===== config.mk =====
export PLATFORM = sky130hd
export DESIGN_NAME = rmq_front
export DESIGN_NICKNAME = d
export VERILOG_FILES = /design/src/rtl/rotation_matrix_to_quaternion_top_assert.svh /design/src/rtl/rmq_pkg.sv /design/src/rtl/rmq_front.sv
export SDC_FILE = /design/constraint.sdc
export NUM_CORES = 1
export LEC_CHECK = 0
export BUFFER_PORTS_ARGS = -buffer_cell sky130_fd_sc_hd__buf_2
export CAP_MARGIN = 20
export CORE_MARGIN = 2
export CORE_UTILIZATION = 55
export DETAILED_ROUTE_END_ITERATION = 12
export PLACE_DENSITY = 0.82
export RECOVER_POWER = 50
export SYNTH_ARGS = -nofsm -noshare
export SYNTH_HDL_FRONTEND = slang
export SYNTH_SLANG_ARGS = --single-unit

===== constraint.sdc =====
create_clock -name vclk -period 5.8
set_input_delay 0.29 -clock vclk [all_inputs]
set_output_delay 0.29 -clock vclk [all_outputs]
set_load 0.005 [all_outputs]

===== src/rtl/rotation_matrix_to_quaternion_top_assert.svh =====
// Assertion macros shared by the RTL of the matrix-to-quaternion block.
`ifndef ROTATION_MATRIX_TO_QUATERNION_TOP_ASSERT_SVH
`define ROTATION_MATRIX_TO_QUATERNION_TOP_ASSERT_SVH
`ifndef ASSERT_OFF
`define RMQ_ASSERT(lbl, clk, rst_n, prop, msg) \
	lbl: assert property (@(posedge clk) disable iff (!rst_n) prop) else $error(msg);
`define RMQ_ASSERT_NEXT(lbl, clk, rst_n, ante, cons, msg) \
	lbl: assert property (@(posedge clk) disable iff (!rst_n) (ante) |=> (cons)) else $error(msg);
`else
`define RMQ_ASSERT(lbl, clk, rst_n, prop, msg)
`define RMQ_ASSERT_NEXT(lbl, clk, rst_n, ante, cons, msg)
`endif
`endif


===== src/rtl/rmq_pkg.sv =====
// ----------------------------------------------------------------------------
// rmq_pkg
// Widths, route codes and the classified word passed from front to back.
// ----------------------------------------------------------------------------
package rmq_pkg;

	localparam int W      = 16;
	localparam int F      = 14;
	localparam int ARG_W  = W + 1;
	localparam int SUM_W  = W + 3;
	localparam int D_W    = W + 1;
	localparam int MAG_W  = W + 1;
	localparam int SQ_N   = (ARG_W + F + 1) / 2;
	localparam int RAD_W  = 2 * SQ_N;
	localparam int S_W    = SQ_N;
	localparam int REM_W  = S_W + 3;
	localparam int DEN_W  = S_W + 1;
	localparam int QB     = W - 1;
	localparam int NUM_W  = MAG_W + F + 1;
	localparam int CMP_W  = (NUM_W > DEN_W + QB) ? NUM_W : DEN_W + QB;
	localparam int QDEPTH = 4;
	localparam int QA_W   = $clog2(QDEPTH);
	localparam int MAXV   = 2 ** (W - 1) - 1;

	// which output takes the halved root
	localparam logic [1:0] H_W = 2'd0;
	localparam logic [1:0] H_X = 2'd1;
	localparam logic [1:0] H_Y = 2'd2;
	localparam logic [1:0] H_Z = 2'd3;

	typedef struct packed {
		logic [ARG_W-1:0]        arg;
		logic signed [D_W-1:0]   d0;
		logic signed [D_W-1:0]   d1;
		logic signed [D_W-1:0]   d2;
		logic [1:0]              hsel;
	} cls_t;

endpackage


===== src/rtl/rmq_front.sv =====
// ----------------------------------------------------------------------------
// rmq_front
// Classify a matrix: pick the branch, the root argument and three sums or differences.
// ----------------------------------------------------------------------------
module rmq_front (
	input  logic signed [rmq_pkg::W-1:0] m00,
	input  logic signed [rmq_pkg::W-1:0] m01,
	input  logic signed [rmq_pkg::W-1:0] m02,
	input  logic signed [rmq_pkg::W-1:0] m10,
	input  logic signed [rmq_pkg::W-1:0] m11,
	input  logic signed [rmq_pkg::W-1:0] m12,
	input  logic signed [rmq_pkg::W-1:0] m20,
	input  logic signed [rmq_pkg::W-1:0] m21,
	input  logic signed [rmq_pkg::W-1:0] m22,
	output rmq_pkg::cls_t                cls
);
	localparam int SW = rmq_pkg::SUM_W;
	localparam int DW = rmq_pkg::D_W;

	logic signed [SW-1:0] a00, a11, a22, one, tr, arg0, arg1, arg2, arg_v;
	logic signed [DW-1:0] e01, e10, e02, e20, e12, e21;
	logic                 i1;
	logic [1:0]           isel;

	always_comb begin
		a00 = SW'(m00);
		a11 = SW'(m11);
		a22 = SW'(m22);
		one = SW'(1) <<< rmq_pkg::F;
		e01 = DW'(m01);
		e10 = DW'(m10);
		e02 = DW'(m02);
		e20 = DW'(m20);
		e12 = DW'(m12);
		e21 = DW'(m21);
		tr   = a00 + a11 + a22;
		arg0 = a00 - (a11 + a22) + one;
		arg1 = a11 - (a22 + a00) + one;
		arg2 = a22 - (a00 + a11) + one;
		// ties keep the lower index
		i1 = a11 > a00;
		if (a22 > (i1 ? a11 : a00)) begin
			isel = 2'd2;
		end else begin
			isel = i1 ? 2'd1 : 2'd0;
		end
		if (tr > 0) begin
			arg_v    = tr + one;
			cls.d0   = e12 - e21;
			cls.d1   = e20 - e02;
			cls.d2   = e01 - e10;
			cls.hsel = rmq_pkg::H_W;
		end else begin
			case (isel)
				2'd0: begin
					arg_v    = arg0;
					cls.d0   = e12 - e21;
					cls.d1   = e01 + e10;
					cls.d2   = e02 + e20;
					cls.hsel = rmq_pkg::H_X;
				end
				2'd1: begin
					arg_v    = arg1;
					cls.d0   = e20 - e02;
					cls.d1   = e10 + e01;
					cls.d2   = e12 + e21;
					cls.hsel = rmq_pkg::H_Y;
				end
				default: begin
					arg_v    = arg2;
					cls.d0   = e01 - e10;
					cls.d1   = e20 + e02;
					cls.d2   = e21 + e12;
					cls.hsel = rmq_pkg::H_Z;
				end
			endcase
		end
		// clamp a negative argument to zero
		if (arg_v <= 0) begin
			cls.arg = '0;
		end else begin
			cls.arg = arg_v[rmq_pkg::ARG_W-1:0];
		end
	end

endmodule


==> impl_metrics.ini <==
[floorplanning]
coreArea_um2 = 21800
pin_count = 214
die_w_um = 153
die_area_um2 = 23300
initial_core_util_pct = 55.8
rows = 54
die_h_um = 153

[final_layout]
regArea_um2 = 0
nNetsFinal = 2456
clkbuf_count = 0
instances_no_fill = 2288
n_sequential_cell = 0
drive_gt1_share_pct = 24.7
area_delta_synth_final_pct = 26.4

[worst_setup_path]
crit_arrival_ns = 5.86
worstPathRequired_ns = 5.51
path_buf_inv = 4
worst-path-max-fanout = 6
crit_top_cell = nor2_2
worst_path_max_delay_cell = fa_2
crit_type = in2out
endpoint_kind = output port
max_stage_delay_ns = 0.38
critPathLaunch = m00[0]
startpoint_type = input pin
cp_top_family = compound AO/OA/AOI/OAI gates

[drt]
firstDrtPassIters = 6
wire_per_inst_um = 19.6
ant_nets = 0
drc = 0
drtIter0Drc = 1191
routed-via-count = 14056
postRouteWirelength_mm = 44.9
post_drt_via_cell_ratio = 6.14

[global_routing]
grt_max_degree = 37
grt_usage_pct = 35.4
antenna_found_initial = 2
use_met3_pct = 4.01
grt_pass1_vias = 13381
overflow = 0
grtUsageMet1_pct = 45.3
grt_pass1_wl_mm = 68.1
busiest_layer = met2
met2_usage_pct = 60.2

[placed_design]
dp_cells = 2249
port_buffers = 214
post-place-ws_ns = -0.681
place.gp.congestion = 1.02
dp_hpwl_mm = 35.9

[status]
status = finished, violations left
violations = negative setup slack

[synth]
seq_area_frac_synth_pct = 0
synthMuxAreaShare_pct = 1.00
synthTopCellsByCount = ha_1, inv_1, nor2_1
synth_top_area_cell = ha_1
synth-xor-area-share_pct = 9.45
ys_top_cells_by_area = ha_1, xnor2_1, fa_1, inv_1, nor2_1
syn_inst = 1707
synth_nets = 2155
synthDominantCellAreaShare_pct = 26.9
synth.avg_cell_area_um2 = 7.11
mappedNetlistArea_um2 = 12100
ys_warn_count = 0
yosysMostFrequentCell = ha_1
synth.distinct_cells = 80
synth_fa_ha_area_share_pct = 34.0
synth_top_family_by_area = adder cells
synth_compound_area_share_pct = 28.4
synthSimpleGateAreaFrac_pct = 18.7

[timing]
setup_slack_ns = -0.347
tightest_slew_ns = 0.748
finalCriticalPeriod_ns = 6.15
timing.hold.ws_ns = 1.10
setup_viol = 70
max_clock_freq_mhz = 163
final-hold-violation-count = 0
rsz0062_at_grt = true
slew_headroom_pct = 48.8
fin_crit_sh_pct = 106
drv_slew = 0

[power_and_ir_drop]
p_per_area_nw_per_um2 = 256
peakVddDrop_mv = 0.162
power.leakage_nw = 7.72

[flow_run]
drv_cap = 0

[min_path]
hold_depth = 4
hold_path.class = in2out
min_from = m10[0]
hold_end = cls[2]

[clock_network]
cts_hold_buf = 0
worst min-delay path: stages:
cell and delay (ns):
buf_2 0.10, ha_1 0.22, a21oi_2 0.08, buf_2 0.12
power by group:
part | switching (mW) | internal, mW
combinational | 2.21 | 1.70
sequential | 0 | 0
clock | 0 | 0.0000000461
total | 2.21 | 1.70
stage by stage:
stage / instance area [um2] / utilization, % / TNS [ns] / power (mW)
after detailed placement: 14200 / 65.1 / -33.67 / 3.26
after floorplan: 12100 / - / 0 / 2.07
after global routing: 15300 / 70.5 / -33.19 / 4.18
after CTS: 14700 / 67.5 / -0.696 / 3.51
final: 15300 / 70.5 / -16.67 / 3.92
after global placement: 14200 / 65.1 / -22.90 / 3.23
cells by family after synthesis:
family / Yosys count
fa+ha+maj: 304
buf+inv: 263
xor+xnor: 131
simple gates: 492
compound gates: 505
mux: 12
layout by cell type, fill, tap and decap left out, types with 13 or more instances in the layout:
| cell | count |
|---|---|
| a211oi_1 | 22 |
| a21o_1 | 34 |
| a21oi_1 | 109 |
| a31oi_1 | 18 |
| buf_2 | 211 |
| buf_4 | 108 |
| buf_6 | 22 |
| fa_1 | 42 |
| ha_1 | 255 |
| inv_1 | 203 |
| nand2_1 | 108 |
| nand2b_1 | 27 |
| nand3_1 | 24 |
| nor2_1 | 178 |
| nor2b_1 | 20 |
| nor3_1 | 33 |
| o211ai_1 | 34 |
| o21a_1 | 20 |
| o21ai_0 | 62 |
| o21ai_1 | 15 |
| o21ai_2 | 15 |
| o21bai_1 | 18 |
| o22ai_1 | 13 |
| or3_1 | 15 |
| xnor2_1 | 99 |
| xor2_1 | 26 |
per-layer routing:
| layer | routed length, um | part of all wire [%] | up-vias |
|---|---|---|---|
| li1 | - | - | 6618 |
| met2 | 21000 | 47 | 736 |
| met1 | 17700 | 40 | 6554 |
| met3 | 3840 | 8.6 | 146 |
| met5 | 13 | 0.029 | - |
| met4 | 2280 | 5.1 | 2 |
cell type report:
type               count  area [um2]
well taps            280         350
diodes                 2        5.00
repair buffers       356        2390
inverters            205         769
multi-input cells   1445       11800
fillers             1803        6420
how the worst max path moves through the flow:
stage | endpoint | depth (start not counted)
2_1_floorplan | cls[51] | 29
3_3_place_gp | cls[28] | 29
3_5_place_dp | cls[32] | 29
4_1_cts | cls[51] | 30
5_1_grt | cls[34] | 30
6_report | cls[51] | 31
timing repair:
action                                  CTS  global route
endpoints found under the setup margin   70            70
pin swaps                                31            63
gates cloned                              4             3
resized for setup                        94           117
buffers inserted                         13            19
Power figures use the tool's default switching activity.
