--- src/rtl/rotation_matrix_to_quaternion_top_assert.svh ---
// Assertion macros shared by the RTL of the matrix-to-quaternion block.
`ifndef ROTATION_MATRIX_TO_QUATERNION_TOP_ASSERT_SVH
`define ROTATION_MATRIX_TO_QUATERNION_TOP_ASSERT_SVH
`ifndef ASSERT_OFF
`define RMQ_ASSERT(lbl, clk, rst_n, prop, msg) \
	lbl: assert property (@(posedge clk) disable iff (!rst_n) prop) else $error(msg);
`define RMQ_ASSERT_NEXT(lbl, clk, rst_n, ante, cons, msg) \
	lbl: assert property (@(posedge clk) disable iff (!rst_n) (ante) |=> (cons)) else $error(msg);
`else
`define RMQ_ASSERT(lbl, clk, rst_n, prop, msg)
`define RMQ_ASSERT_NEXT(lbl, clk, rst_n, ante, cons, msg)
`endif
`endif

--- src/rtl/rmq_pkg.sv ---
// ----------------------------------------------------------------------------
// rmq_pkg
// Widths, route codes and the classified word passed from front to back.
// ----------------------------------------------------------------------------
package rmq_pkg;

	localparam int W      = 16;
	localparam int F      = 14;
	localparam int ARG_W  = W + 1;
	localparam int SUM_W  = W + 3;
	localparam int D_W    = W + 1;
	localparam int MAG_W  = W + 1;
	localparam int SQ_N   = (ARG_W + F + 1) / 2;
	localparam int RAD_W  = 2 * SQ_N;
	localparam int S_W    = SQ_N;
	localparam int REM_W  = S_W + 3;
	localparam int DEN_W  = S_W + 1;
	localparam int QB     = W - 1;
	localparam int NUM_W  = MAG_W + F + 1;
	localparam int CMP_W  = (NUM_W > DEN_W + QB) ? NUM_W : DEN_W + QB;
	localparam int QDEPTH = 4;
	localparam int QA_W   = $clog2(QDEPTH);
	localparam int MAXV   = 2 ** (W - 1) - 1;

	// which output takes the halved root
	localparam logic [1:0] H_W = 2'd0;
	localparam logic [1:0] H_X = 2'd1;
	localparam logic [1:0] H_Y = 2'd2;
	localparam logic [1:0] H_Z = 2'd3;

	typedef struct packed {
		logic [ARG_W-1:0]        arg;
		logic signed [D_W-1:0]   d0;
		logic signed [D_W-1:0]   d1;
		logic signed [D_W-1:0]   d2;
		logic [1:0]              hsel;
	} cls_t;

endpackage

--- src/rtl/rmq_queue.sv ---
// ----------------------------------------------------------------------------
// rmq_queue
// Short queue of classified words between front and back.
// ----------------------------------------------------------------------------
`include "rotation_matrix_to_quaternion_top_assert.svh"
module rmq_queue (
	input  logic          clk,
	input  logic          arst_n,
	input  logic          wr,
	input  rmq_pkg::cls_t wdata,
	input  logic          rd,
	output rmq_pkg::cls_t rdata,
	output logic          full,
	output logic          empty
);
	rmq_pkg::cls_t                mem_q [rmq_pkg::QDEPTH];
	logic [rmq_pkg::QA_W-1:0]     wptr_q, rptr_q;
	logic [rmq_pkg::QA_W:0]       cnt_q;

	assign full  = cnt_q == (rmq_pkg::QA_W+1)'(rmq_pkg::QDEPTH);
	assign empty = cnt_q == '0;
	assign rdata = mem_q[rptr_q];

	always_ff @(posedge clk) begin
		if (wr) begin
			mem_q[wptr_q] <= wdata;
		end
	end

	always_ff @(posedge clk or negedge arst_n) begin
		if (!arst_n) begin
			wptr_q <= '0;
			rptr_q <= '0;
			cnt_q  <= '0;
		end else begin
			if (wr) begin
				wptr_q <= wptr_q + 1'b1;
			end
			if (rd) begin
				rptr_q <= rptr_q + 1'b1;
			end
			if (wr && !rd) begin
				cnt_q <= cnt_q + 1'b1;
			end else if (rd && !wr) begin
				cnt_q <= cnt_q - 1'b1;
			end
		end
	end

	`RMQ_ASSERT(a_cnt_range, clk, arst_n, cnt_q <= (rmq_pkg::QA_W+1)'(rmq_pkg::QDEPTH), "queue count beyond depth")
	`RMQ_ASSERT_NEXT(a_cnt_inc, clk, arst_n, wr && !rd, cnt_q == $past(cnt_q) + 1'b1, "queue count missed a write")
	`RMQ_ASSERT(a_full_empty, clk, arst_n, !(full && empty), "queue full and empty together")

endmodule

--- config.mk ---
export PLATFORM = sky130hd
export DESIGN_NAME = rmq_queue
export DESIGN_NICKNAME = d
export VERILOG_FILES = /design/src/rtl/rmq_pkg.sv /design/src/rtl/rmq_queue.sv
export VERILOG_INCLUDE_DIRS = /design/src /design/src/rtl
export SDC_FILE = /design/constraint.sdc
export NUM_CORES = 1
export LEC_CHECK = 0
export BUFFER_PORTS_ARGS = -buffer_cell sky130_fd_sc_hd__buf_2
export CAP_MARGIN = 0
export CORE_MARGIN = 2
export CORE_UTILIZATION = 55
export CTS_CLUSTER_SIZE = 40
export DETAILED_ROUTE_END_ITERATION = 16
export PLACE_DENSITY = 0.79
export SLEW_MARGIN = 20
export SYNTH_ARGS = -nofsm -noshare
export SYNTH_HDL_FRONTEND = slang
export SYNTH_SLANG_ARGS = --single-unit
export TNS_END_PERCENT = 1
--- constraint.sdc ---
create_clock -name clk -period 5.1 [get_ports clk]
set_input_delay 0.765 -clock clk [delete_from_list [all_inputs] [get_ports clk]]
set_output_delay 0.765 -clock clk [all_outputs]
set_load 0.01 [all_outputs]
==> results.txt, run 1 <==
----------------------------------------------------
[Synthesis]
  Share of async-settable or async-resettable flops after synthesis ... 2.439%
  Total of flip-flops plus latches after synthesis ... 287
  Mux share of post-synthesis cell area ... approximately 15%
  XOR/XNOR share of the synthesized area ... 0.4970%
  Synth cell types ... 20
  Dominant register cell in the synthesized netlist ... sky130_fd_sc_hd__edfxtp_1
  Fraction of the mapped netlist area in compound gates ... less than 1%
  Most frequent cell after synthesis ... sky130_fd_sc_hd__edfxtp_1
  Post-synthesis adder-cell area fraction ... 0.7811%
  Gate Count Post-Synth ... 400
  Share of synthesized cell area in and, or, nand and nor gates ... 0.4615%
  Sequential share of the synthesized area ... about 81%
  Area share of the leading cell type in the synthesized netlist ... around four fifths
  Net count after synthesis ... 480
  Top cells by area in the synthesized netlist ... sky130_fd_sc_hd__edfxtp_1, sky130_fd_sc_hd__mux4_2, sky130_fd_sc_hd__dfrtp_1
  Library cell occupying the most area in the post-synthesis netlist ... sky130_fd_sc_hd__edfxtp_1
  Syn_area_per_cell ... 26.43 um2
  Most frequent cells after synthesis ... sky130_fd_sc_hd__edfxtp_1, sky130_fd_sc_hd__mux4_2, sky130_fd_sc_hd__buf_12, sky130_fd_sc_hd__buf_2, sky130_fd_sc_hd__dfrtp_1
  Number of synthesized flops with an enable pin ... 280
  Count of synthesis-stage warnings from yosys ... 0
  Dominant combinational cell family by area after synthesis ... multiplexers
  Netlist Area Pre-Place ... between 10000 and 15000 um2

[Die]
  Count of pins on the block boundary ... roughly 150
  Die width ... between 100 and 150 um
  Die Span Y ... 142.6 um
  Starting density of the core ... 56.33%
  Die Outline Area ... just over 20000 um2
  # rows ... 50
  Floorplan Core Area ... 18770 um2

[Setup path]
  Class of the most critical setup path ... flip-flop to output port
  Signal arrival time at the worst endpoint ... around 2.7 ns
  Worst reg2reg path depth ... 3
  Element type at the critical path start ... flip-flop
  Launching element of the worst setup path ... rptr_q[0]$_DFFE_PN0P_
  Largest fanout of any net on the critical path ... 41
  CP Data Required Time ... 4.34 ns
  End of the critical path ... rdata[7]
  Worst setup slack for register-to-register paths ... 3.12 ns
  Capturing element type of the critical path ... output port
  Capturing point of the worst reg2reg path ... mem_q[1][8]$_DFFE_PP_
  Launch point of the worst reg-to-reg path ... wptr_q[1]$_DFFE_PN0P_

[Job]
  Maxcap violations ... 0

[Power and ir drop]
  IR drop worst, VDD ... 0.3525 mV
  P_leak ... 4.244 nW
  PwrDens ... 576.0 nW/um2

[Clock network]
  Maximum level of the CTS H-tree ... 1
  Number of post-CTS setup repair buffers ... 0
  Sinks on Clock Net ... 287
  Number of hold-repair buffers added at the cts stage ... 0
  Root buffer cell ... sky130_fd_sc_hd__clkbuf_16
  Inserted Clock Buffers ... 28
  Maximum number of buffers from clock root to sink ... 3
  Latest clock arrival within the worst-skew pair ... 0.52 ns
  Clock Pin Slew Worst Setup and Hold Paths ... 0.06 ns
  Cts repair resizes ... 0
  Clock tree from TritonCTS ... done

[STA]
  Worst Max-Slew Pin Slew ... 1.075 ns
  Final Skew ... 0.01602 ns
  Final period util ... 68.41%
  TNS Setup ... 0 ns
  Number of hold-slack violations in the final timing report ... 0
  Unrepaired setup endpoints after global routing ... no
  Setup violation total in the final timing report ... 0
  Shortest period the worst path allows ... 3.489 ns
  Max-slew violations ... 0
  Worst slew margin relative to its limit ... 28.33%
  Fmax ... roughly 290 MHz

[Finish]
  Relative area change from synthesis to final layout ... 16.62%
  Total Nets Final ... 642
  Antenna Diode Count ... 0
  Number of filler cells placed in the layout ... 1217
  Fraction of final layout cells sized beyond drive strength 1 ... 44.85%
  Number of cells in the finished layout apart from fillers ... 816

[Global route]
  Number of global-route vias before repair ... 4888
  Total track usage ... 17.78%
  Pin count of the biggest net entering global routing ... 72
  Antenna violations before repair ... 1
  Overflow left after global routing ... 0
  Wire length of the first global-routing pass ... 27330 um

[Hold path]
  Type of the tightest min-delay check ... input port to asynchronous set/reset pin

[Routing]
  Number of optimization iterations in the first detailed-route pass ... 4
  Detailed-route via count ... ~4600
  Via-per-instance ratio ... 5.667
  Routed wirelength normalized by instance count ... about 22 um
  Number of violations reported at the end of detailed-routing iteration 0 ... 186
  DRC violation count after routing ... 0
  Residual antenna-violating net count after detailed routing ... 0
  Wirelength, routed ... 17780 um

[Placement]
  Estimated wirelength of the detail-placed design ... between 10000 and 15000 um
  Cell count after placement ... between 700 and 800
  Count of buffers inserted at the top-level ports ... ~150
  Final weighted congestion in routability-driven placement ... a little over 0.7

[Status]
  Outcome ... completed

----------------------------------------------------
[how the worst min path moves through the flow]
stage | start | endpoint | cells after the start
2_1_floorplan | cnt_q[2]$_DFFE_PN0P_ | cnt_q[2]$_DFFE_PN0P_ | 1
3_3_place_gp | cnt_q[2]$_DFFE_PN0P_ | cnt_q[2]$_DFFE_PN0P_ | 1
3_5_place_dp | cnt_q[2]$_DFFE_PN0P_ | cnt_q[2]$_DFFE_PN0P_ | 1
4_1_cts | arst_n | rptr_q[0]$_DFFE_PN0P_ | 1
5_1_grt | arst_n | cnt_q[0]$_DFFE_PN0P_ | 1
6_report | arst_n | cnt_q[0]$_DFFE_PN0P_ | 1
[cell families after synthesis]
kind of cell             Yosys count
XOR/XNOR                           6
adder cells (fa/ha/maj)            6
multiplexers                      71
AO/OA/AOI/OAI                      1
AND/OR/NAND/NOR                    9
flip-flops                       287
buffers and inverters             20
[layer usage]
metal	GRT usage [%]	part of all wire (%)
met3	3.722	5.6
met4	3.856	1.3
met5	0	0.090
met1	24.61	42
met2	29.88	51
[layout make-up]
type	instances	area (um2)	share of cell area [%]
Sequential cell	287	8591	69.68
Multi-Input combinational cell	93	1794	14.55
Timing Repair Buffer	148	768.2	6.231
Clock buffer	33	740.7	6.008
Tap cell	234	292.8	2.375
Clock inverter	17	127.6	1.035
Inverter	4	15.01	0.1218
[power breakdown]
| part | switching (W) | internal (W) |
|---|---|---|
| logic | 0.000855 | 0.000907 |
| clock network | 0.000796 | 0.00113 |
| registers | 0.000320 | 0.00309 |
| total | 0.00197 | 0.00513 |
[critical path: stages (launching register included)]
cell,delay (ns)
sky130_fd_sc_hd__dfrtp_4,0.96
sky130_fd_sc_hd__buf_4,0.48
sky130_fd_sc_hd__mux4_2,0.57
sky130_fd_sc_hd__buf_2,0.16
[registers in the layout, indices dropped and copies added (netlist names)]
name	count
cnt_q	3
mem_q	280
rptr_q	2
wptr_q	2
[layout by cell type, fill, tap and decap left out]
master and count:
sky130_fd_sc_hd__nor2_1 1, sky130_fd_sc_hd__nor3b_1 1, sky130_fd_sc_hd__clkbuf_1 4, sky130_fd_sc_hd__nand2_1 2
sky130_fd_sc_hd__nor3_1 1, sky130_fd_sc_hd__buf_2 145, sky130_fd_sc_hd__o21ai_0 1, sky130_fd_sc_hd__buf_4 2
sky130_fd_sc_hd__xor2_1 4, sky130_fd_sc_hd__xnor2_1 2, sky130_fd_sc_hd__ha_1 5, sky130_fd_sc_hd__clkinv_2 6
sky130_fd_sc_hd__and2_4 4, sky130_fd_sc_hd__mux4_2 68, sky130_fd_sc_hd__bufinv_16 2, sky130_fd_sc_hd__fa_1 1
sky130_fd_sc_hd__inv_1 4, sky130_fd_sc_hd__dfrtp_4 2, sky130_fd_sc_hd__edfxtp_1 280, sky130_fd_sc_hd__clkinvlp_4 1
sky130_fd_sc_hd__clkinv_1 8, sky130_fd_sc_hd__mux4_1 2, sky130_fd_sc_hd__dfrtp_1 5, sky130_fd_sc_hd__mux2_2 1
sky130_fd_sc_hd__buf_16 1, sky130_fd_sc_hd__clkbuf_16 29
[stage by stage]
stage          power, W  util (%)  hold slack (ns)  instance area, um2  setup slack (ns)
2_1_floorplan  0.004673         -           0.4563               10570             2.259
3_3_place_gp   0.005200     60.92           0.4746               11430             2.104
3_5_place_dp   0.005262     60.92           0.4943               11430             2.091
4_1_cts        0.007194     65.55          0.04005               12300             1.504
5_1_grt        0.007453     65.69          0.05524               12330             1.371
6_report       0.007102     65.69          0.06022               12330             1.611
Note: power is estimated with default switching activity, not from simulation.
==> run 2: changes to the inputs <==
==> constraint.sdc (replaced) <==
create_clock -name clk -period 3.4 [get_ports clk]
set_input_delay 0.51 -clock clk [delete_from_list [all_inputs] [get_ports clk]]
set_output_delay 0.51 -clock clk [all_outputs]
set_load 0.01 [all_outputs]
==> run 2 against run 1 <==
Net effect: setup slack got worse by 1.0 ns; hold slack improved by 0.13 ns; combinational power rose by 63%; die area did not move; clock power rose by 58%; count of clock-buffer cells in the layout did not move; critical path type unchanged; critical endpoint is now rdata[44]; largest power group unchanged.
==> results.txt, run 2 (synthesis results as in run 1) <==
----------------------------------------------------
[STA]
  Max-slew violations ... 0 (unchanged)
  Final Skew ... 0.01254 ns (-0.003476 ns)
  Number of hold-slack violations in the final timing report ... 0 (unchanged)
  Shortest period the worst path allows ... 2.799 ns
  Worst slew margin relative to its limit ... 28.77% (+0.45 points)
  Unrepaired setup endpoints after global routing ... no
  Fmax ... 357.3 MHz
  Final period util ... 82.33%
  Worst Max-Slew Pin Slew ... 1.068 ns (-0.006675 ns)
  Worst hold slack across all endpoints ... 0.1889 ns (+0.1287 ns)
  TNS Setup ... 0 ns (unchanged)
  Setup violation total in the final timing report ... 0 (unchanged)

[Routing]
  Via-per-instance ratio ... 5.682 (+0.26%)
  Detailed-route via count ... 4676 (+1.1%)
  Number of violations reported at the end of detailed-routing iteration 0 ... 349 (+88%)
  Number of optimization iterations in the first detailed-route pass ... 4 (unchanged)
  Wirelength, routed ... 18160 um (+2.1%)
  Routed wirelength normalized by instance count ... 22.06 um (+1.3%)
  DRC violation count after routing ... 0 (unchanged)
  Residual antenna-violating net count after detailed routing ... 0 (unchanged)

[Die]
  Floorplan Core Area ... 18770 um2 (unchanged)
  Starting density of the core ... 56.33% (unchanged)
  Count of pins on the block boundary ... 146 (unchanged)
  # rows ... 50 (unchanged)
  Die width ... 142.6 um (unchanged)
  Die Outline Area ... 20350 um2 (unchanged)
  Die Span Y ... 142.6 um (unchanged)

[Setup path]
  CP Data Required Time ... 2.89 ns (-1.45 ns)
  Worst setup slack for register-to-register paths ... 1.52 ns (-1.60 ns)
  Class of the most critical setup path ... flip-flop to output port
  CP max-delay cell ... sky130_fd_sc_hd__dfrtp_4
  Largest fanout of any net on the critical path ... 29 (-29%)
  Capturing point of the worst reg2reg path ... mem_q[3][55]$_DFFE_PP_
  Element type at the critical path start ... flip-flop
  Launching element of the worst setup path ... rptr_q[0]$_DFFE_PN0P_
  Critical-path cell list ... buf_12 -> mux4_2 -> buf_2
  Capturing element type of the critical path ... output port
  Worst reg2reg path depth ... 2 (-1)
  Launch point of the worst reg-to-reg path ... wptr_q[0]$_DFFE_PN0P_
  Largest stage delay on the critical path ... 0.71 ns (-0.25 ns)
  Signal arrival time at the worst endpoint ... 2.29 ns (-0.43 ns)
  End of the critical path ... rdata[44]

[Power and ir drop]
  Portion of total power attributed to sequential cells ... 45.6% (-2.5 points)
  Proportion of power drawn by combinational gates ... 26.4% (+1.6 points)
  Switching part of the total ... 27.65% (-0.12 points)
  Clock network fraction of total power ... 27.9% (+0.8 points)
  Net load switching power ... 0.003008 W (+53%)
  PwrDens ... 872.2 nW/um2 (+51%)
  Internal power summed over all cells ... 0.007871 W (+53%)
  P_leak ... 4.303 nW (+1.4%)
  IR drop worst, VDD ... 0.5333 mV (+51%)

[Finish]
  Commonest cells after routing, fill and taps aside ... sky130_fd_sc_hd__edfxtp_1, sky130_fd_sc_hd__buf_2, sky130_fd_sc_hd__mux4_2
  Most common library cell in the layout ignoring fill and taps ... sky130_fd_sc_hd__edfxtp_1
  Fraction of final layout cells sized beyond drive strength 1 ... 44.97% (+0.13 points)
  Relative area change from synthesis to final layout ... 17.96%
  Register with the highest flop count ... mem_q
  Number of filler cells placed in the layout ... 1220 (+0.25%)
  Largest registers ... mem_q: 280 flops, cnt_q: 3 flops
  Largest register FFs ... 280 (unchanged)
  Total Nets Final ... 646 (+0.62%)

[Placement]
  Final weighted congestion in routability-driven placement ... 0.7175 (+1.2%)
  Estimated wirelength of the detail-placed design ... 10330 um (+3.2%)
  Count of buffers inserted at the top-level ports ... 145 (unchanged)

[Global route]
  Wire length of the first global-routing pass ... 27590 um (+0.96%)
  Total track usage ... 18.13% (+0.36 points)
  Number of global-route vias before repair ... 4960 (+1.5%)
  Pin count of the biggest net entering global routing ... 71 (-1.4%)
  Overflow left after global routing ... 0 (unchanged)
  Antenna violations before repair ... 2 (+1)

[Clock network]
  Clock Pin Slew Worst Setup and Hold Paths ... 0.06 ns (about the same)
  Maximum number of buffers from clock root to sink ... 3 (unchanged)
  Clock tree from TritonCTS ... done
  Inserted Clock Buffers ... 28 (unchanged)
  Number of post-CTS setup repair buffers ... 0 (unchanged)
  Sinks on Clock Net ... 287 (unchanged)
  Maximum level of the CTS H-tree ... 1 (unchanged)
  Root buffer cell ... sky130_fd_sc_hd__clkbuf_16
  Latest clock arrival within the worst-skew pair ... 0.53 ns (about the same)

[Status]
  Outcome ... completed

[Hold path]
  Type of the tightest min-delay check ... input port to flip-flop

[Job]
  Maxcap violations ... 0 (unchanged)

----------------------------------------------------
==> run 2: through the flow <==
step / total power, W / instances / util (%) / instance area (um2) / worst slack [ns]
after floorplan: 0.007009 / 400 / - / 10570 / 0.7093
after global placement: 0.007863 / 766 / 61.16 / 11480 / 1.120
after detailed placement: 0.007948 / 766 / 61.16 / 11480 / 1.103
after CTS: 0.01100 / 818 / 66.07 / 12400 / 0.5068
after global routing: 0.01139 / 823 / 66.45 / 12470 / 0.4413
final: 0.01088 / 823 / 66.45 / 12470 / 0.6009
==> run 2: final cells by class <==
class	count	area, um2	area share (%)
inverter	4	15.01	0.1204
clock inverter	18	191.4	1.535
clock buffer	33	719.4	5.768
sequential	287	8591	68.88
timing repair buffer	152	863.3	6.922
antenna	2	5.005	0.04013
multi-input combinational	93	1794	14.39
tap	234	292.8	2.348
==> run 2: worst min path at each step <==
stage | endpoint | depth (start not counted) | slack, ns | start
2_1_floorplan | cnt_q[0]$_DFFE_PN0P_ | 0 | 0.21 | arst_n
3_3_place_gp | cnt_q[1]$_DFFE_PN0P_ | 1 | 0.36 | arst_n
3_5_place_dp | cnt_q[2]$_DFFE_PN0P_ | 1 | 0.36 | arst_n
4_1_cts | mem_q[0][42]$_DFFE_PP_ | 1 | 0.17 | wdata[42]
5_1_grt | mem_q[2][24]$_DFFE_PP_ | 1 | 0.17 | wdata[24]
6_report | mem_q[0][64]$_DFFE_PP_ | 1 | 0.19 | wdata[64]
==> run 2: critical path: cells and delay by family (launching register included) <==
family                 cells  cell delay [ns]
flip-flops                 1             0.71
multiplexers               1             0.56
buffers and inverters      2             0.48
==> run 2: power groups by stage <==
| stage | sequential, W | clock, W | combinational [W] |
|---|---|---|---|
| finish | 0.00496 | 0.00304 | 0.00287 |
| global route | 0.00504 | 0.00324 | 0.00311 |
| CTS | 0.00500 | 0.00310 | 0.00290 |
| detailed placement | 0.00507 | 0 | 0.00288 |
| global placement | 0.00502 | 0 | 0.00284 |
| floorplan | 0.00484 | 0 | 0.00217 |
==> run 2: what timing repair did <==
action | CTS | global route
hold endpoints to repair | 7 | 0
hold buffers | 1 | 0
resized for setup | 0 | 0
endpoints found under the setup margin | 0 | 0
==> run 2: layer usage <==
layer	track usage, %	vias up	share of wire, %
li1	-	2053	-
met1	23.79	2405	40
met2	30.64	190	50
met3	4.863	28	7.7
met4	4.742	0	2.0
met5	0	-	0
==> run 3: changes to the inputs <==
==> constraint.sdc (replaced) <==
create_clock -name clk -period 2.79 [get_ports clk]
set_input_delay 0.4185 -clock clk [delete_from_list [all_inputs] [get_ports clk]]
set_output_delay 0.4185 -clock clk [all_outputs]
set_load 0.01 [all_outputs]
==> run 3 against run 2 <==
Net effect: non-clock buffer count grew 6; die area unchanged; sequential power grew 22%; utilization grew 1.2 points; hold slack worse by 0.097 ns; wire length rose by 2.8%; critical path depth unchanged; cell area rose by 1.7%; combinational power rose by 25%; clock power is 41% higher; register-to-register slack worse by 0.54 ns; count of clock-buffer cells in the layout is 4 lower; critical endpoint is now rdata[6]; largest cell class unchanged; largest power group unchanged.
==> results.txt, run 3 (synthesis results as in run 1) <==
----------------------------------------------------
[Status]
  Outcome ... completed

[Global route]
  Wire length of the first global-routing pass ... 28840 um (+4.5%)
  Number of global-route vias before repair ... 5121 (+3.2%)
  Total track usage ... 18.90% (+0.77 points)
  Antenna violations before repair ... 3 (+1)
  Pin count of the biggest net entering global routing ... 43 (-39%)
  Overflow left after global routing ... 0 (unchanged)

[Routing]
  Met2 wire length ... 9697 um (+5.9%)
  Routed wirelength normalized by instance count ... 22.41 um (+1.6%)
  Number of optimization iterations in the first detailed-route pass ... 4 (unchanged)
  Total routed wire length on the met1 layer ... 7297 um (+0.68%)
  Detailed-route via count ... 4749 (+1.6%)
  Length of routed met3 wiring ... 1303 um (-6.5%)
  Via-per-instance ratio ... 5.701 (+0.34%)
  Residual antenna-violating net count after detailed routing ... 0 (unchanged)
  Wirelength, routed ... 18670 um (+2.8%)
  Number of violations reported at the end of detailed-routing iteration 0 ... 299 (-14%)
  Highest routed layer ... met5
  DRC violation count after routing ... 0 (unchanged)

[STA]
  Worst slew margin relative to its limit ... 61.88% (+33 points)
  Worst Max-Slew Pin Slew ... 0.5718 ns (-0.4966 ns)
  Max-slew violations ... 0 (unchanged)
  Unrepaired setup endpoints after global routing ... no
  Final period util ... 95.24%
  Setup violation total in the final timing report ... 0 (unchanged)
  Shortest period the worst path allows ... 2.657 ns
  Number of hold-slack violations in the final timing report ... 0 (unchanged)
  Fmax ... 376.4 MHz
  TNS Setup ... 0 ns (unchanged)
  Final Skew ... 0.01486 ns (+0.002313 ns)

[Die]
  Floorplan Core Area ... 18770 um2 (unchanged)
  # rows ... 50 (unchanged)
  Starting density of the core ... 56.33% (unchanged)
  Die Outline Area ... 20350 um2 (unchanged)
  Die width ... 142.6 um (unchanged)
  Die Span Y ... 142.6 um (unchanged)
  Count of pins on the block boundary ... 146 (unchanged)

[Power and ir drop]
  Portion of total power attributed to sequential cells ... 43.4% (-2.2 points)
  IR drop worst, VDD ... 0.6008 mV (+13%)
  Clock network fraction of total power ... 30.8% (+2.9 points)
  Proportion of power drawn by combinational gates ... 25.7% (-0.7 points)
  Power consumption ... 0.01391 W (+28%)
  Switching part of the total ... 27.02% (-0.62 points)
  Internal power summed over all cells ... 0.01015 W (+29%)
  PwrDens ... 1096 nW/um2 (+26%)
  P_leak ... 4.416 nW (+2.6%)
  Net load switching power ... 0.003758 W (+25%)

[Finish]
  Fraction of final layout cells sized beyond drive strength 1 ... 47.15% (+2.2 points)
  Post-layout util ... 67.61% (+1.2 points)
  Commonest cells after routing, fill and taps aside ... sky130_fd_sc_hd__edfxtp_1, sky130_fd_sc_hd__buf_2, sky130_fd_sc_hd__mux4_2
  Largest register FFs ... 280 (unchanged)
  Most common library cell in the layout ignoring fill and taps ... sky130_fd_sc_hd__edfxtp_1
  Register with the highest flop count ... mem_q
  Relative area change from synthesis to final layout ... 20.02%
  Total Nets Final ... 653 (+1.1%)
  Number of cells in the finished layout apart from fillers ... 833 (+1.2%)
  Final standard cell area without fillers ... 12690 um2 (+1.7%)
  Largest registers ... mem_q: 280 flops, cnt_q: 3 flops

[Placement]
  Cell Area, Placed ... 11580 um2 (+0.92%)
  Cell count after placement ... 775 (+1.2%)
  Count of buffers inserted at the top-level ports ... 145 (unchanged)
  Estimated wirelength of the detail-placed design ... 11370 um (+10%)
  Final weighted congestion in routability-driven placement ... 0.6818 (-5.0%)

[Setup path]
  Signal arrival time at the worst endpoint ... 2.24 ns (-0.05 ns)
  CP Data Required Time ... 2.37 ns (-0.52 ns)
  Element type at the critical path start ... flip-flop
  Worst setup slack for register-to-register paths ... 0.98 ns (-0.54 ns)
  Capturing element type of the critical path ... output port
  Largest fanout of any net on the critical path ... 19 (-34%)
  Class of the most critical setup path ... flip-flop to output port

[Hold path]
  Type of the tightest min-delay check ... input port to flip-flop

[Clock network]
  Latest clock arrival within the worst-skew pair ... 0.54 ns (about the same)
  Clock Pin Slew Worst Setup and Hold Paths ... 0.06 ns (about the same)
  Number of post-CTS setup repair buffers ... 0 (unchanged)
  Number of hold-repair buffers added at the cts stage ... 1 (unchanged)
  Clock tree from TritonCTS ... done
  Maximum number of buffers from clock root to sink ... 3 (unchanged)
  Cts repair resizes ... 0 (unchanged)
  Maximum level of the CTS H-tree ... 1 (unchanged)
  Root buffer cell ... sky130_fd_sc_hd__clkbuf_16
  Sinks on Clock Net ... 287 (unchanged)
  Inserted Clock Buffers ... 29 (+3.6%)

[Job]
  Maxcap violations ... 0 (unchanged)

----------------------------------------------------
[run 3: changes by cell type in the layout (fill, tap and decap cells not counted), moves of 2 or more]
cell | before | now
sky130_fd_sc_hd__clkinvlp_4 | 0 | 2
sky130_fd_sc_hd__inv_6 | 0 | 2
sky130_fd_sc_hd__buf_4 | 0 | 6
sky130_fd_sc_hd__clkbuf_1 | 5 | 0
sky130_fd_sc_hd__clkinv_1 | 8 | 5
sky130_fd_sc_hd__bufinv_16 | 4 | 9
[run 3: worst paths after layout]
path,depth (start not counted),start,to
setup / recovery,3,rptr_q[0]$_DFFE_PN0P_,rdata[6]
hold / removal,1,wdata[11],mem_q[3][11]$_DFFE_PP_
setup reg to reg,3,wptr_q[0]$_DFFE_PN0P_,mem_q[3][31]$_DFFE_PP_
hold reg to reg,1,cnt_q[2]$_DFFE_PN0P_,cnt_q[2]$_DFFE_PN0P_
max in group asynchronous,2,arst_n,rptr_q[1]$_DFFE_PN0P_
min in group asynchronous,2,arst_n,rptr_q[0]$_DFFE_PN0P_
[run 3: layout make-up]
cell class / count / area, um2
Clock inverter: 25 / 362.8
Clock buffer: 29 / 725.7
Multi-Input combinational cell: 93 / 1794
Antenna cell: 3 / 7.507
Sequential cell: 287 / 8591
Inverter: 4 / 15.01
Fill cell: 1178 / 6078
Tap cell: 234 / 292.8
Timing Repair Buffer: 158 / 900.9
[run 3: metal layers]
metal / vias up / track usage (%)
met5: - / 0
met4: 2 / 5.524
met3: 31 / 4.863
met2: 148 / 32.49
met1: 2492 / 24.15
li1: 2076 / -
[run 3: power by group through the flow]
| stage | registers (W) | clock network, W | logic [W] |
|---|---|---|---|
| detailed placement | 0.00614 | 0 | 0.00366 |
| finish | 0.00604 | 0.00429 | 0.00358 |
| global route | 0.00612 | 0.00456 | 0.00388 |
| floorplan | 0.00590 | 0 | 0.00264 |
| CTS | 0.00606 | 0.00437 | 0.00368 |
| global placement | 0.00606 | 0 | 0.00359 |
[run 3: through the flow]
stage                     hold WS [ns]  worst slack [ns]
after floorplan                 0.1229           0.09933
after global placement          0.2582            0.6527
after detailed placement        0.2615            0.6453
after CTS                      0.07219           0.06946
after global routing           0.07847           0.02573
final                          0.09225            0.1329
[run 3: worst max-delay path, stage by stage, from the launching register on]
cell and delay [ns]:
sky130_fd_sc_hd__dfrtp_4 0.69, sky130_fd_sc_hd__buf_4 0.30, sky130_fd_sc_hd__mux4_2 0.55, sky130_fd_sc_hd__buf_2 0.16
